$ cat src/sv/fdmc_pkg.sv
// ---------------------------------------------------------------------------
// Frame difference motion centroid: shared package
// Widths, register indexes and the types passed between the front end,
// the queue and the back end.
// ---------------------------------------------------------------------------
package fdmc_pkg;

	localparam int COORD_BITS  = 11;
	localparam int PIX_W       = 11;
	localparam int COORD_USE   = (COORD_BITS < PIX_W) ? COORD_BITS : PIX_W;
	localparam int SUM_W       = COORD_BITS + 22;
	localparam int COUNT_W     = 23;
	localparam int COLOR_W     = 8;
	localparam int DIST_W      = 2 * COLOR_W + 2;
	localparam int THR_W       = 9;
	localparam int THRSQ_W     = 2 * THR_W;
	localparam int CFG_W       = 23;
	localparam int QUEUE_DEPTH = 4;
	localparam int QPTR_W      = $clog2(QUEUE_DEPTH);
	localparam int QCNT_W      = $clog2(QUEUE_DEPTH + 1);
	localparam int DIV_CNT_W   = $clog2(SUM_W + 1);

	localparam logic REG_COLOR_THRESHOLD = 1'b0;
	localparam logic REG_MIN_MOTION      = 1'b1;

	typedef struct packed {
		logic                 motion;
		logic                 last;
		logic [COORD_USE-1:0] x;
		logic [COORD_USE-1:0] y;
	} pix_t;

	typedef struct packed {
		logic full;
		logic empty;
	} qstat_t;

endpackage

$ cat src/sv/frame_difference_motion_centroid_top.sv
// ---------------------------------------------------------------------------
// Frame difference motion centroid: top level
// Marks pixels whose color changed beyond a threshold since the previous
// frame and reports the centroid of the marked pixels at each frame end.
//
//   Channel  Direction  Handshake                Carries
//   in       input      in_valid / in_ready      current and previous color,
//                                                coordinates, frame end mark
//   out      output     out_valid / out_ready    motion flag, frame result
//   cfg      input      cfg_we (write only)      threshold, minimum count
//
// An ordinary pixel passes from the front-end stage register through the
// queue to the back end's result registers. A frame's last pixel with a
// centroid holds the back end while the bit-serial divider runs; the
// four-entry queue keeps the front end taking pixels meanwhile. Reset
// clears control state and loads the register defaults; no clearing
// pass. A stalled output holds its result while the queue keeps
// filling.
// ---------------------------------------------------------------------------
module frame_difference_motion_centroid_top (
	input  logic                          clk,
	input  logic                          arst_n,
	input  logic                          in_valid,
	output logic                          in_ready,
	input  logic [fdmc_pkg::COLOR_W-1:0]  cur_red,
	input  logic [fdmc_pkg::COLOR_W-1:0]  cur_green,
	input  logic [fdmc_pkg::COLOR_W-1:0]  cur_blue,
	input  logic [fdmc_pkg::COLOR_W-1:0]  prev_red,
	input  logic [fdmc_pkg::COLOR_W-1:0]  prev_green,
	input  logic [fdmc_pkg::COLOR_W-1:0]  prev_blue,
	input  logic [fdmc_pkg::PIX_W-1:0]    pix_x,
	input  logic [fdmc_pkg::PIX_W-1:0]    pix_y,
	input  logic                          frame_last,
	output logic                          out_valid,
	input  logic                          out_ready,
	output logic                          motion,
	output logic                          frame_done,
	output logic                          centroid_found,
	output logic [fdmc_pkg::PIX_W-1:0]    centroid_x,
	output logic [fdmc_pkg::PIX_W-1:0]    centroid_y,
	output logic [fdmc_pkg::COUNT_W-1:0]  motion_total,
	input  logic                          cfg_we,
	input  logic                          cfg_index,
	input  logic [fdmc_pkg::CFG_W-1:0]    cfg_data
);

	logic [fdmc_pkg::THR_W-1:0]   threshold_q;
	logic [fdmc_pkg::COUNT_W-1:0] min_motion_q;

	logic                         push, pop;
	fdmc_pkg::pix_t               push_data, head;
	fdmc_pkg::qstat_t             qstat;

	always_ff @(posedge clk or negedge arst_n) begin
		if (!arst_n) begin
			threshold_q  <= fdmc_pkg::THR_W'(50);
			min_motion_q <= fdmc_pkg::COUNT_W'(200);
		end else if (cfg_we) begin
			unique case (cfg_index)
				fdmc_pkg::REG_COLOR_THRESHOLD: begin
					threshold_q <= cfg_data[fdmc_pkg::THR_W-1:0];
				end
				fdmc_pkg::REG_MIN_MOTION: begin
					min_motion_q <= cfg_data[fdmc_pkg::COUNT_W-1:0];
				end
			endcase
		end
	end

	fdmc_front u_front (
		.clk        (clk),
		.arst_n     (arst_n),
		.in_valid   (in_valid),
		.in_ready   (in_ready),
		.cur_red    (cur_red),
		.cur_green  (cur_green),
		.cur_blue   (cur_blue),
		.prev_red   (prev_red),
		.prev_green (prev_green),
		.prev_blue  (prev_blue),
		.pix_x      (pix_x),
		.pix_y      (pix_y),
		.frame_last (frame_last),
		.threshold  (threshold_q),
		.qstat      (qstat),
		.push       (push),
		.push_data  (push_data)
	);

	fdmc_queue u_queue (
		.clk       (clk),
		.arst_n    (arst_n),
		.push      (push),
		.push_data (push_data),
		.pop       (pop),
		.head      (head),
		.qstat     (qstat)
	);

	fdmc_back u_back (
		.clk            (clk),
		.arst_n         (arst_n),
		.head           (head),
		.qstat          (qstat),
		.pop            (pop),
		.min_motion     (min_motion_q),
		.out_valid      (out_valid),
		.out_ready      (out_ready),
		.motion         (motion),
		.frame_done     (frame_done),
		.centroid_found (centroid_found),
		.centroid_x     (centroid_x),
		.centroid_y     (centroid_y),
		.motion_total   (motion_total)
	);

endmodule

$ cat src/sv/fdmc_front.sv
// ---------------------------------------------------------------------------
// Frame difference motion centroid: front end
// Takes pixels, forms the squared color distance, classifies each pixel
// as motion or still and pushes it into the queue.
// ---------------------------------------------------------------------------
module fdmc_front (
	input  logic                          clk,
	input  logic                          arst_n,
	input  logic                          in_valid,
	output logic                          in_ready,
	input  logic [fdmc_pkg::COLOR_W-1:0]  cur_red,
	input  logic [fdmc_pkg::COLOR_W-1:0]  cur_green,
	input  logic [fdmc_pkg::COLOR_W-1:0]  cur_blue,
	input  logic [fdmc_pkg::COLOR_W-1:0]  prev_red,
	input  logic [fdmc_pkg::COLOR_W-1:0]  prev_green,
	input  logic [fdmc_pkg::COLOR_W-1:0]  prev_blue,
	input  logic [fdmc_pkg::PIX_W-1:0]    pix_x,
	input  logic [fdmc_pkg::PIX_W-1:0]    pix_y,
	input  logic                          frame_last,
	input  logic [fdmc_pkg::THR_W-1:0]    threshold,
	input  fdmc_pkg::qstat_t              qstat,
	output logic                          push,
	output fdmc_pkg::pix_t                push_data
);

	logic [fdmc_pkg::COLOR_W-1:0]         dr, dg, db;
	logic [2*fdmc_pkg::COLOR_W-1:0]       sr, sg, sb;
	logic [fdmc_pkg::DIST_W-1:0]          color_dist;
	logic                                 accept;

	logic                                 valid_s1;
	logic [fdmc_pkg::DIST_W-1:0]          color_dist_s1;
	logic                                 last_s1;
	logic [fdmc_pkg::COORD_USE-1:0]       x_s1, y_s1;
	logic [fdmc_pkg::THRSQ_W-1:0]         thr_sq_q;

	always_comb begin
		dr = (cur_red >= prev_red) ? cur_red - prev_red : prev_red - cur_red;
		dg = (cur_green >= prev_green) ? cur_green - prev_green : prev_green - cur_green;
		db = (cur_blue >= prev_blue) ? cur_blue - prev_blue : prev_blue - cur_blue;
		sr = dr * dr;
		sg = dg * dg;
		sb = db * db;
		color_dist = fdmc_pkg::DIST_W'(sr) + fdmc_pkg::DIST_W'(sg) + fdmc_pkg::DIST_W'(sb);
	end

	assign in_ready = !valid_s1 || !qstat.full;
	assign accept   = in_valid && in_ready;
	assign push     = valid_s1 && !qstat.full;

	always_comb begin
		push_data.motion = fdmc_pkg::THRSQ_W'(color_dist_s1) > thr_sq_q;
		push_data.last   = last_s1;
		push_data.x      = x_s1;
		push_data.y      = y_s1;
	end

	always_ff @(posedge clk) begin
		thr_sq_q <= threshold * threshold;
	end

	always_ff @(posedge clk or negedge arst_n) begin
		if (!arst_n) begin
			valid_s1 <= 1'b0;
		end else if (accept) begin
			valid_s1 <= 1'b1;
		end else if (push) begin
			valid_s1 <= 1'b0;
		end
	end

	always_ff @(posedge clk) begin
		if (accept) begin
			color_dist_s1 <= color_dist;
			last_s1       <= frame_last;
			x_s1          <= pix_x[fdmc_pkg::COORD_USE-1:0];
			y_s1          <= pix_y[fdmc_pkg::COORD_USE-1:0];
		end
	end

endmodule

$ cat src/sv/fdmc_queue.sv
// ---------------------------------------------------------------------------
// Frame difference motion centroid: pixel queue
// Short first-in first-out buffer of classified pixels between the front
// end and the back end.
// ---------------------------------------------------------------------------
module fdmc_queue (
	input  logic             clk,
	input  logic             arst_n,
	input  logic             push,
	input  fdmc_pkg::pix_t   push_data,
	input  logic             pop,
	output fdmc_pkg::pix_t   head,
	output fdmc_pkg::qstat_t qstat
);

	fdmc_pkg::pix_t                 entry_q [fdmc_pkg::QUEUE_DEPTH];
	logic [fdmc_pkg::QPTR_W-1:0]    wr_ptr_q, rd_ptr_q;
	logic [fdmc_pkg::QCNT_W-1:0]    count_q;

	assign head        = entry_q[rd_ptr_q];
	assign qstat.full  = (count_q == fdmc_pkg::QCNT_W'(fdmc_pkg::QUEUE_DEPTH));
	assign qstat.empty = (count_q == '0);

	always_ff @(posedge clk) begin
		if (push) begin
			entry_q[wr_ptr_q] <= push_data;
		end
	end

	always_ff @(posedge clk or negedge arst_n) begin
		if (!arst_n) begin
			wr_ptr_q <= '0;
			rd_ptr_q <= '0;
			count_q  <= '0;
		end else begin
			if (push) begin
				wr_ptr_q <= wr_ptr_q + 1'b1;
			end
			if (pop) begin
				rd_ptr_q <= rd_ptr_q + 1'b1;
			end
			if (push && !pop) begin
				count_q <= count_q + 1'b1;
			end else if (pop && !push) begin
				count_q <= count_q - 1'b1;
			end
		end
	end

endmodule

$ cat src/sv/fdmc_back.sv
// ---------------------------------------------------------------------------
// Frame difference motion centroid: back end
// Accumulates motion coordinates, divides both sums by the count at frame
// end with a paired bit-serial divider, and holds the result register.
// ---------------------------------------------------------------------------
module fdmc_back (
	input  logic                          clk,
	input  logic                          arst_n,
	input  fdmc_pkg::pix_t                head,
	input  fdmc_pkg::qstat_t              qstat,
	output logic                          pop,
	input  logic [fdmc_pkg::COUNT_W-1:0]  min_motion,
	output logic                          out_valid,
	input  logic                          out_ready,
	output logic                          motion,
	output logic                          frame_done,
	output logic                          centroid_found,
	output logic [fdmc_pkg::PIX_W-1:0]    centroid_x,
	output logic [fdmc_pkg::PIX_W-1:0]    centroid_y,
	output logic [fdmc_pkg::COUNT_W-1:0]  motion_total
);

	localparam int SW = fdmc_pkg::SUM_W;
	localparam int CW = fdmc_pkg::COUNT_W;
	localparam logic [SW-1:0] COORD_MAX =
		{{(SW - fdmc_pkg::COORD_BITS){1'b0}}, {fdmc_pkg::COORD_BITS{1'b1}}};

	typedef enum logic [1:0] {ST_RUN, ST_DIV, ST_OUT} state_t;

	state_t                         state_q;
	logic                           out_valid_q;
	logic [SW-1:0]                  sum_cols_q, sum_rows_q;
	logic [CW-1:0]                  count_q;
	logic [SW-1:0]                  num_x_q, num_y_q;
	logic [CW:0]                    rem_x_q, rem_y_q;
	logic [CW-1:0]                  den_q;
	logic                           motion_hold_q;
	logic [fdmc_pkg::DIV_CNT_W-1:0] div_cnt_q;

	logic                           out_free;
	logic [SW:0]                    add_cols, add_rows;
	logic [CW:0]                    add_count;
	logic [SW-1:0]                  new_cols, new_rows;
	logic [CW-1:0]                  new_count;
	logic [CW:0]                    rsh_x, rsh_y;
	logic                           ge_x, ge_y;
	logic [SW-1:0]                  qx, qy;
	logic                           go_div;
	logic                           load_out;

	assign out_free  = !out_valid_q || out_ready;
	assign pop       = (state_q == ST_RUN) && !qstat.empty && out_free;
	assign out_valid = out_valid_q;
	assign go_div    = pop && head.last && (new_count > min_motion);
	assign load_out  = (pop && !go_div) || ((state_q == ST_OUT) && out_free);

	always_comb begin
		add_cols  = {1'b0, sum_cols_q} + (SW+1)'(head.x);
		add_rows  = {1'b0, sum_rows_q} + (SW+1)'(head.y);
		add_count = {1'b0, count_q} + 1'b1;
		new_cols  = sum_cols_q;
		new_rows  = sum_rows_q;
		new_count = count_q;
		if (head.motion) begin
			new_cols  = add_cols[SW] ? {SW{1'b1}} : add_cols[SW-1:0];
			new_rows  = add_rows[SW] ? {SW{1'b1}} : add_rows[SW-1:0];
			new_count = add_count[CW] ? {CW{1'b1}} : add_count[CW-1:0];
		end
	end

	always_comb begin
		rsh_x = {rem_x_q[CW-1:0], num_x_q[SW-1]};
		rsh_y = {rem_y_q[CW-1:0], num_y_q[SW-1]};
		ge_x  = rsh_x >= {1'b0, den_q};
		ge_y  = rsh_y >= {1'b0, den_q};
		qx    = (num_x_q > COORD_MAX) ? COORD_MAX : num_x_q;
		qy    = (num_y_q > COORD_MAX) ? COORD_MAX : num_y_q;
	end

	always_ff @(posedge clk or negedge arst_n) begin
		if (!arst_n) begin
			state_q        <= ST_RUN;
			out_valid_q    <= 1'b0;
			sum_cols_q     <= '0;
			sum_rows_q     <= '0;
			count_q        <= '0;
			div_cnt_q      <= '0;
			num_x_q        <= '0;
			num_y_q        <= '0;
			rem_x_q        <= '0;
			rem_y_q        <= '0;
			den_q          <= '0;
			motion_hold_q  <= 1'b0;
			motion         <= 1'b0;
			frame_done     <= 1'b0;
			centroid_found <= 1'b0;
			centroid_x     <= '0;
			centroid_y     <= '0;
			motion_total   <= '0;
		end else begin
			if (load_out) begin
				out_valid_q <= 1'b1;
			end else if (out_ready) begin
				out_valid_q <= 1'b0;
			end
			unique case (state_q)
				ST_RUN: begin
					if (pop) begin
						if (!head.last) begin
							sum_cols_q     <= new_cols;
							sum_rows_q     <= new_rows;
							count_q        <= new_count;
							motion         <= head.motion;
							frame_done     <= 1'b0;
							centroid_found <= 1'b0;
							centroid_x     <= '0;
							centroid_y     <= '0;
							motion_total   <= '0;
						end else begin
							sum_cols_q <= '0;
							sum_rows_q <= '0;
							count_q    <= '0;
							if (go_div) begin
								num_x_q       <= new_cols;
								num_y_q       <= new_rows;
								rem_x_q       <= '0;
								rem_y_q       <= '0;
								den_q         <= new_count;
								motion_hold_q <= head.motion;
								div_cnt_q     <= fdmc_pkg::DIV_CNT_W'(SW);
								state_q       <= ST_DIV;
							end else begin
								motion         <= head.motion;
								frame_done     <= 1'b1;
								centroid_found <= 1'b0;
								centroid_x     <= '0;
								centroid_y     <= '0;
								motion_total   <= new_count;
							end
						end
					end
				end
				ST_DIV: begin
					rem_x_q   <= ge_x ? rsh_x - {1'b0, den_q} : rsh_x;
					rem_y_q   <= ge_y ? rsh_y - {1'b0, den_q} : rsh_y;
					num_x_q   <= {num_x_q[SW-2:0], ge_x};
					num_y_q   <= {num_y_q[SW-2:0], ge_y};
					div_cnt_q <= div_cnt_q - 1'b1;
					if (div_cnt_q == fdmc_pkg::DIV_CNT_W'(1)) begin
						state_q <= ST_OUT;
					end
				end
				ST_OUT: begin
					if (out_free) begin
						motion         <= motion_hold_q;
						frame_done     <= 1'b1;
						centroid_found <= 1'b1;
						centroid_x     <= qx[fdmc_pkg::PIX_W-1:0];
						centroid_y     <= qy[fdmc_pkg::PIX_W-1:0];
						motion_total   <= den_q;
						state_q        <= ST_RUN;
					end
				end
				default: begin
					state_q <= ST_RUN;
				end
			endcase
		end
	end

endmodule

$ cat config.mk
export PLATFORM = sky130hd
export DESIGN_NAME = frame_difference_motion_centroid_top
export DESIGN_NICKNAME = d
export VERILOG_FILES = /design/src/sv/fdmc_pkg.sv /design/src/sv/frame_difference_motion_centroid_top.sv /design/src/sv/fdmc_front.sv /design/src/sv/fdmc_queue.sv /design/src/sv/fdmc_back.sv
export SDC_FILE = /design/constraint.sdc
export NUM_CORES = 2
export LEC_CHECK = 0
export ABC_CLOCK_PERIOD_IN_PS = 12500
export BUFFER_PORTS_ARGS = -buffer_cell sky130_fd_sc_hd__buf_4
export CAP_MARGIN = 20
export CORE_AREA = 4 4 302 334
export CTS_BUF_LIST = sky130_fd_sc_hd__clkbuf_8
export DETAILED_ROUTE_END_ITERATION = 8
export DIE_AREA = 0 0 306 338
export SLEW_MARGIN = 40
export SYNTH_ARGS = -nofsm -noshare
export SYNTH_HDL_FRONTEND = slang
export SYNTH_SLANG_ARGS = --single-unit
$ cat constraint.sdc
create_clock -name clk -period 12.5 [get_ports clk]
set_clock_uncertainty 0.15 [all_clocks]
set_input_delay 0.625 -clock clk [delete_from_list [all_inputs] [get_ports clk]]
set_output_delay 0.625 -clock clk [all_outputs]
set_load 0.005 [all_outputs]
# --- Yosys cells after proc, flatten, opt, wreduce, memory -nomap -nowiden ---
# Memories as Yosys holds them, arrays and structs flattened.
# Cells that the tools add are included.
classes:
  n_mux: 73
  reduce_logical: 34
  n_eq_ne: 10
  bitwise_logic: 1
  n_lt_le_gt_ge: 9
  n_shift: 0
  div_mod_pow: 0
  n_addsub: 18
  n_mul: 4
op_table:
  columns: ["operator", "n"]
  rows:
  - ["33-bit 2-to-1 mux", 12]
  - ["23-bit 2-to-1 mux", 12]
  - ["23-bit one-hot mux with 2 select lines", 3]
  - ["33-bit one-hot mux with 2 select lines", 2]
  - ["11-bit 2-to-1 mux", 7]
  - ["33-bit by 11-bit adder with 34-bit output", 2]
  - ["33-bit by 11-bit > comparator with 1-bit output, second input constant", 2]
  - ["24-bit by 23-bit >= comparator with 1-bit output", 2]
  - ["8-bit by 8-bit multiplier with 16-bit output", 3]
  - ["8-bit subtractor", 6]
  - ["23-bit subtractor", 2]
  - ["11-bit one-hot mux with 2 select lines", 2]
  - ["23-bit by 1-bit adder with 24-bit output, second input constant", 1]
  - ["8-bit >= comparator", 3]
  - ["8-bit 2-to-1 mux", 3]
  - ["23-bit > comparator", 1]
  - ["18-bit by 16-bit adder with 18-bit output", 1]
  - ["18-bit > comparator", 1]
  - ["9-bit by 9-bit multiplier with 18-bit output", 1]
  - ["6-bit 2-to-1 mux", 3]
  - ["16-bit by 16-bit adder with 17-bit output", 1]
  - ["1-bit 2-to-1 mux", 17]
  - ["6-bit one-hot mux with 2 select lines", 1]
  - ["4-bit AND reduction", 3]
  - ["23 further kinds", 58]
word_totals:
  mem_count: 1
  wordCells: 179
  latch_bits: 0
  rom_bits: 0
  regBits: 381
  ramBits: 96
memory_table:
  columns: ["memory", "depth", "word_bits", "read_ports", "rd_ports_with_merged_regs", "wr", "line_no", "text"]
  rows:
  - ["u_queue.entry_q", 4, 24, 1, 0, 1, "fdmc_queue.sv:16", "fdmc_pkg::pix_t entry_q [fdmc_pkg::QUEUE_DEPTH];"]

# --- Longest topological paths before layout ---
depth:
  ltp_word: 10
  mapped_depth: 44
  mapped_depth_nobuf: 44

# --- Modules after synthesis ---
# From an unflattened synthesis, not the netlist that was laid out.
unflattened:
  hier_cells: 3391
  hier_area_um2: 33892.5
modules_own_cells:
  columns: ["module", "instances", "cells_per_inst", "area_per_inst_um2"]
  rows:
  - ["fdmc_back", 1, 1976, 17287.8]
  - ["fdmc_front", 1, 1186, 11378.4]
  - ["fdmc_queue", 1, 160, 3902.5]
  - ["frame_difference_motion_centroid_top", 1, 69, 1323.8]

# --- Worst setup path before layout ---
# OpenSTA, ideal clock, no wires.
synth_timing:
  kind: "input to register"
  start: "input port cur_green[0] (netlist name)"
  end: "register u_front.color_dist_s1[17] (netlist name) (data pin)"
  arrival_time_ns: 10.538
  cell_stages: 44
  path_slack_ns: 1.555
  path_cell_list: "inv_1 > ha_1 > inv_1 > fa_1 > a21o_1 > a21oi_4 > a31oi_4 > a31o_2 > a31o_2 > a2111o_1 > nand3_1 > or4b_1 > buf_2 > nor2_1 > fa_1 > inv_1 > fa_1 > inv_1 > [8 not listed] > a21oi_1 > nand2b_1 > fa_1 > fa_1 > inv_1 > fa_1 > inv_1 > fa_1 > inv_1 > ha_1 > inv_1 > a21oi_1 > o211ai_1 > a21oi_1 > o31ai_1 > o21bai_1 > a21oi_1 > xnor2_1"
synth_between:
  elab_chain_cells: 5
  word_cells_on_any_way: 7
synth_rtl:
  columns: ["item", "line_no", "text"]
  rows:
  - ["from (decl)", "frame_difference_motion_centroid_top.sv:26", "input logic [fdmc_pkg::COLOR_W-1:0] cur_green,"]
  - ["8-bit subtractor or 8-bit >= comparator (tied branches)", "fdmc_front.sv:39", "dg = (cur_green >= prev_green) ? cur_green - prev_green : prev_green - cur_green;"]
  - ["8-bit 2-to-1 mux *", "fdmc_front.sv:39", null]
  - ["8-bit by 8-bit multiplier with 16-bit output *", "fdmc_front.sv:42", "sg = dg * dg;"]
  - ["16-bit by 16-bit adder with 17-bit output *", "fdmc_front.sv:44", "color_dist = fdmc_pkg::DIST_W'(sr) + fdmc_pkg::DIST_W'(sg) + fdmc_pkg::DIST_W'(sb);"]
  - ["18-bit by 16-bit adder with 18-bit output *", "fdmc_front.sv:44", null]
  - ["via u_front.color_dist (one bit)", "fdmc_front.sv:28", "logic [fdmc_pkg::DIST_W-1:0] color_dist;"]
  - ["to (signal assigned)", "fdmc_front.sv:74", "color_dist_s1 <= color_dist;"]
  - ["to (decl)", "fdmc_front.sv:32", "logic [fdmc_pkg::DIST_W-1:0] color_dist_s1;"]
# Mark *: on every way through the listed nets, which the timed path passes. The rest lies on a longest branch.
# A chain may end at the register's enable or synchronous reset.

# --- Worst setup path after layout ---
# Same ends and word-level chain as after synthesis.

==> metrics.md <==
| Metric | Value |
|---|---|
| Worst-path cell with the longest stage delay | or4b_1 |
| Initial core utilization | between 30% and 40% |
| CP max stage delay | around 670 ps |
| Final slew viol count | 0 |
| IO Pins | 150 |
| Post-layout min period | ~11000 ps |
| Leading area contributor after synthesis | dfrtp_1 |
| Max Cap Violations | 0 |
| Slew @ Worst Pin | a little over 800 ps |
| # rows | 120 |
| CP top delay family | adder cells |
| Hold Path Stages | 3 |
| Cell count after placement | around 4800 |
| Hold_sp | out_ready |
| Core box area | 0.0971 mm² |
| Worst Hold Path EP | u_back.out_valid |
| DR vias/cell | 5.06 |
| Biggest fanout along the worst timing path | 9 |
| Max Fclk | around 90 MHz |
| Avg Cell Area, Syn | 9.85 µm² |
| Kind of critical path | in -> reg |
| Clock Tree Root | clkbuf_8 |
| HP Class | in -> reg |
| Critical path origin | cur_green[0] |
| Yosys cell types | 86 |
| Worst Path Arrival | 11330 ps |
| Die W | 306 µm |
| Worst R2R Setup Slack | approximately 6000 ps |
| Wirelength, routed | 81000 µm |
| Syn-to-layout area delta | 14.3% |
| Synth warn | 0 |
| Final core occ | between 30% and 40% |
| Vias in the first global route | roughly 26000 |
| First-pass GRT wire length | between 100000 and 150000 µm |
| Top_reg_cell synth | dfrtp_1 |
| First drt pass iteration count | 5 |
| Initial antenna violation count | 8 |
| DRC | 0 |
| Gpl congestion | about 0.86 |
| Mapped Cells | approximately 3400 |
| Worst flop-to-flop path endpoint | u_back.motion_total[22] |
| Via Count | ~25000 |
| Post-Route Setup TNS | 0 ps |
| Pre-CTS WS | ~810 ps |
| GRT overflow | 0 |
| Period utilization | between 80% and 90% |
| Seq/Total Area, Yosys | a little under two fifths |
| Worst path required time | approximately 13000 ps |
| Final setup fails | 0 |
| Wirelength per Cell | 16.3 µm |
| Post-CTS Setup Bufs | 0 |
| Synth top area share | about a quarter |
| CTS tree | built |
| Die Y | ~340 µm |
| Iter 0 DRT Violations | about 1600 |
| Async S/R FF share, synth | between 60% and 70% |
| CTS buffer count | between 80 and 90 |
| #FFs+latches synth | 476 |
| Startpoint Class | input port |
| Deepest clock path buffer count | 3 |
| CP Buf/Inv Count | 12 |
| Final worst-path setup slack | between 1000 and 1500 ps |
| RSZ-0062 raised after global routing | false |
| Die area | just over 0.1 mm² |
| Hold Violations, Final | 0 |
| Largest net degree at the start of global routing | 87 |
| Reg2Reg Depth | 18 |
| Cell Area, Synth | ~0.034 mm² |
| Area contributors post-synth | dfrtp_1 (23%), edfxtp_1 (12%), ha_1 (11%) |
| Slew margin rel. | approximately 46% |
| Syn_nets | approximately 4000 |
| Detail Placement HPWL | a little under 60000 µm |
| Clock sink count | roughly 480 |
| Status | complete, no violations |
| PortBufs | ~150 |
| Post-synth EDFFs | 137 |
| Cell depth of the worst setup path | 44 |
| RR Startpoint | u_queue.rd_ptr_q[0] |
| Antenna Nets Post-Route | 0 |
| Share of layout cells above drive strength 1 | between 10% and 20% |
| Finished Layout Cells | 4983 |
| Total track usage | approximately 16% |
| Fin nets | around 4200 |
| Htree depth | 3 |
| Clock latency at the later pin of the worst-skew pair | 680 ps |
| Reg clk slew, reported paths | approximately 60 ps |
| Endpoint class of the critical path | flip-flop |
-- how the worst max path moves through the flow --
stage / endpoint / slack [ps]
final: u_front.color_dist_s1[17] / 1430
after global routing: u_front.color_dist_s1[17] / 750
after CTS: u_front.color_dist_s1[17] / 1520
after detailed placement: u_front.color_dist_s1[17] / 810
after global placement: u_front.color_dist_s1[17] / 900
after floorplan: u_front.color_dist_s1[17] / 1550
-- cell usage after synthesis, drive strengths merged (24+ instances only) --
cell and count:
xor2 61, xnor2 99, nor2b 33, dfrtp 316, a21oi 210, a31oi 24
nand2 245, mux2 41, fa 162, a21o 55, nand3 59, edfxtp 137
ha 284, o21a 33, nand4 34, and3 30, and2 50, o21bai 25
nor3 49, inv 425, o21ai 226, clkbuf 94, a22oi 52, nand2b 29
mux2i 61, buf 35, nor2 239, a221o 41, a211oi 25
-- metal layers --
| layer | part of all wire, % | up-vias | track usage [%] |
|---|---|---|---|
| met5 | 0.019 | - | 0 |
| met2 | 49 | 442 | 27.3 |
| li1 | - | 12375 | - |
| met3 | 4.2 | 113 | 2.47 |
| met4 | 2.4 | 2 | 4.83 |
| met1 | 45 | 12260 | 20.3 |
-- what timing repair did --
action / CTS / global route
hold buffers: 48 / 0
hold endpoints to repair: 121 / 0
resized for setup: 0 / 0
-- cell usage in the layout (no fill, tap or decap), drive strengths merged, types with 22 or more instances in the layout --
cell type	instances
clkbuf	92
and3	30
inv	462
o21a	33
xnor2	99
o21bai	25
nand2	245
dfrtp	316
a22oi	52
mux4	23
nor3	49
a31oi	24
or2	22
mux2	41
edfxtp	137
nor2	239
a21oi	210
nand2b	29
ha	284
nor2b	33
dlygate4sd3	48
a221o	41
o21ai	226
nand4	34
xor2	61
a21o	55
fa	162
nand3	59
mux2i	61
buf	193
a211oi	25
and2	50
-- sequential cells by signal (all words and copies together) (netlist names), 2 cells and up --
register	count
u_back.centroid_x	11
u_front.x_s1	11
u_back.rem_y_q	23
u_queue.entry_q	96
u_back.div_cnt_q	6
u_queue.rd_ptr_q	2
u_back.den_q	23
u_back.state_q	2
u_front.color_dist_s1	18
u_front.thr_sq_q	17
u_back.sum_cols_q	33
u_queue.count_q	3
u_back.motion_total	23
min_motion_q	23
u_queue.wr_ptr_q	2
u_back.rem_x_q	23
u_back.sum_rows_q	33
u_back.num_y_q	33
u_back.centroid_y	11
u_front.y_s1	11
u_back.num_x_q	33
u_back.count_q	23
threshold_q	9
-- worst reg2reg max path, stage by stage, from the launching register on --
cell and delay, ps:
dfrtp_2 340, buf_4 460, mux4_2 770, and3_1 340
nand4_1 210, nor2_1 130, and3_1 230, o21ai_0 480
inv_1 100, ha_1 310, nand3_1 120, nor4_1 270
buf_4 220, o31a_1 420, o31ai_4 120, buf_4 280
a21boi_4 430, buf_4 600, mux2_2 420
-- cells by family after synthesis --
family                     count (synthesis)  synth area share, %
muxes                                    125                 4.70
adders and majority gates                446                 20.1
AOI/OAI and AO/OA                        828                 16.0
DFF                                      476                 37.0
buffers and inverters                    554                 6.24
xor gates and xnor gates                 160                 4.14
and+or+nand+nor                          845                 11.8
-- final cells by class --
| class | instances | area (µm²) |
|---|---|---|
| Fill cell | 9554 | 58500 |
| Multi-Input combinational cell | 2404 | 19300 |
| Sequential cell | 476 | 12500 |
| Timing Repair Buffer | 241 | 1970 |
| Tap cell | 1281 | 1600 |
| Inverter | 425 | 1600 |
| Clock buffer | 92 | 1270 |
| Clock inverter | 57 | 358 |
| Antenna cell | 7 | 17.5 |
-- through the flow --
| stage | hold slack, ps | cell area, µm² |
|---|---|---|
| 2_1_floorplan | 179 | 33800 |
| 3_3_place_gp | 314 | 36500 |
| 3_5_place_dp | 320 | 36500 |
| 4_1_cts | 64.1 | 38600 |
| 5_1_grt | 138 | 38600 |
| 6_report | 136 | 38700 |
Power is not shown: default switching activity piles up to over one toggle a cycle in this logic, so the estimate is an artifact.
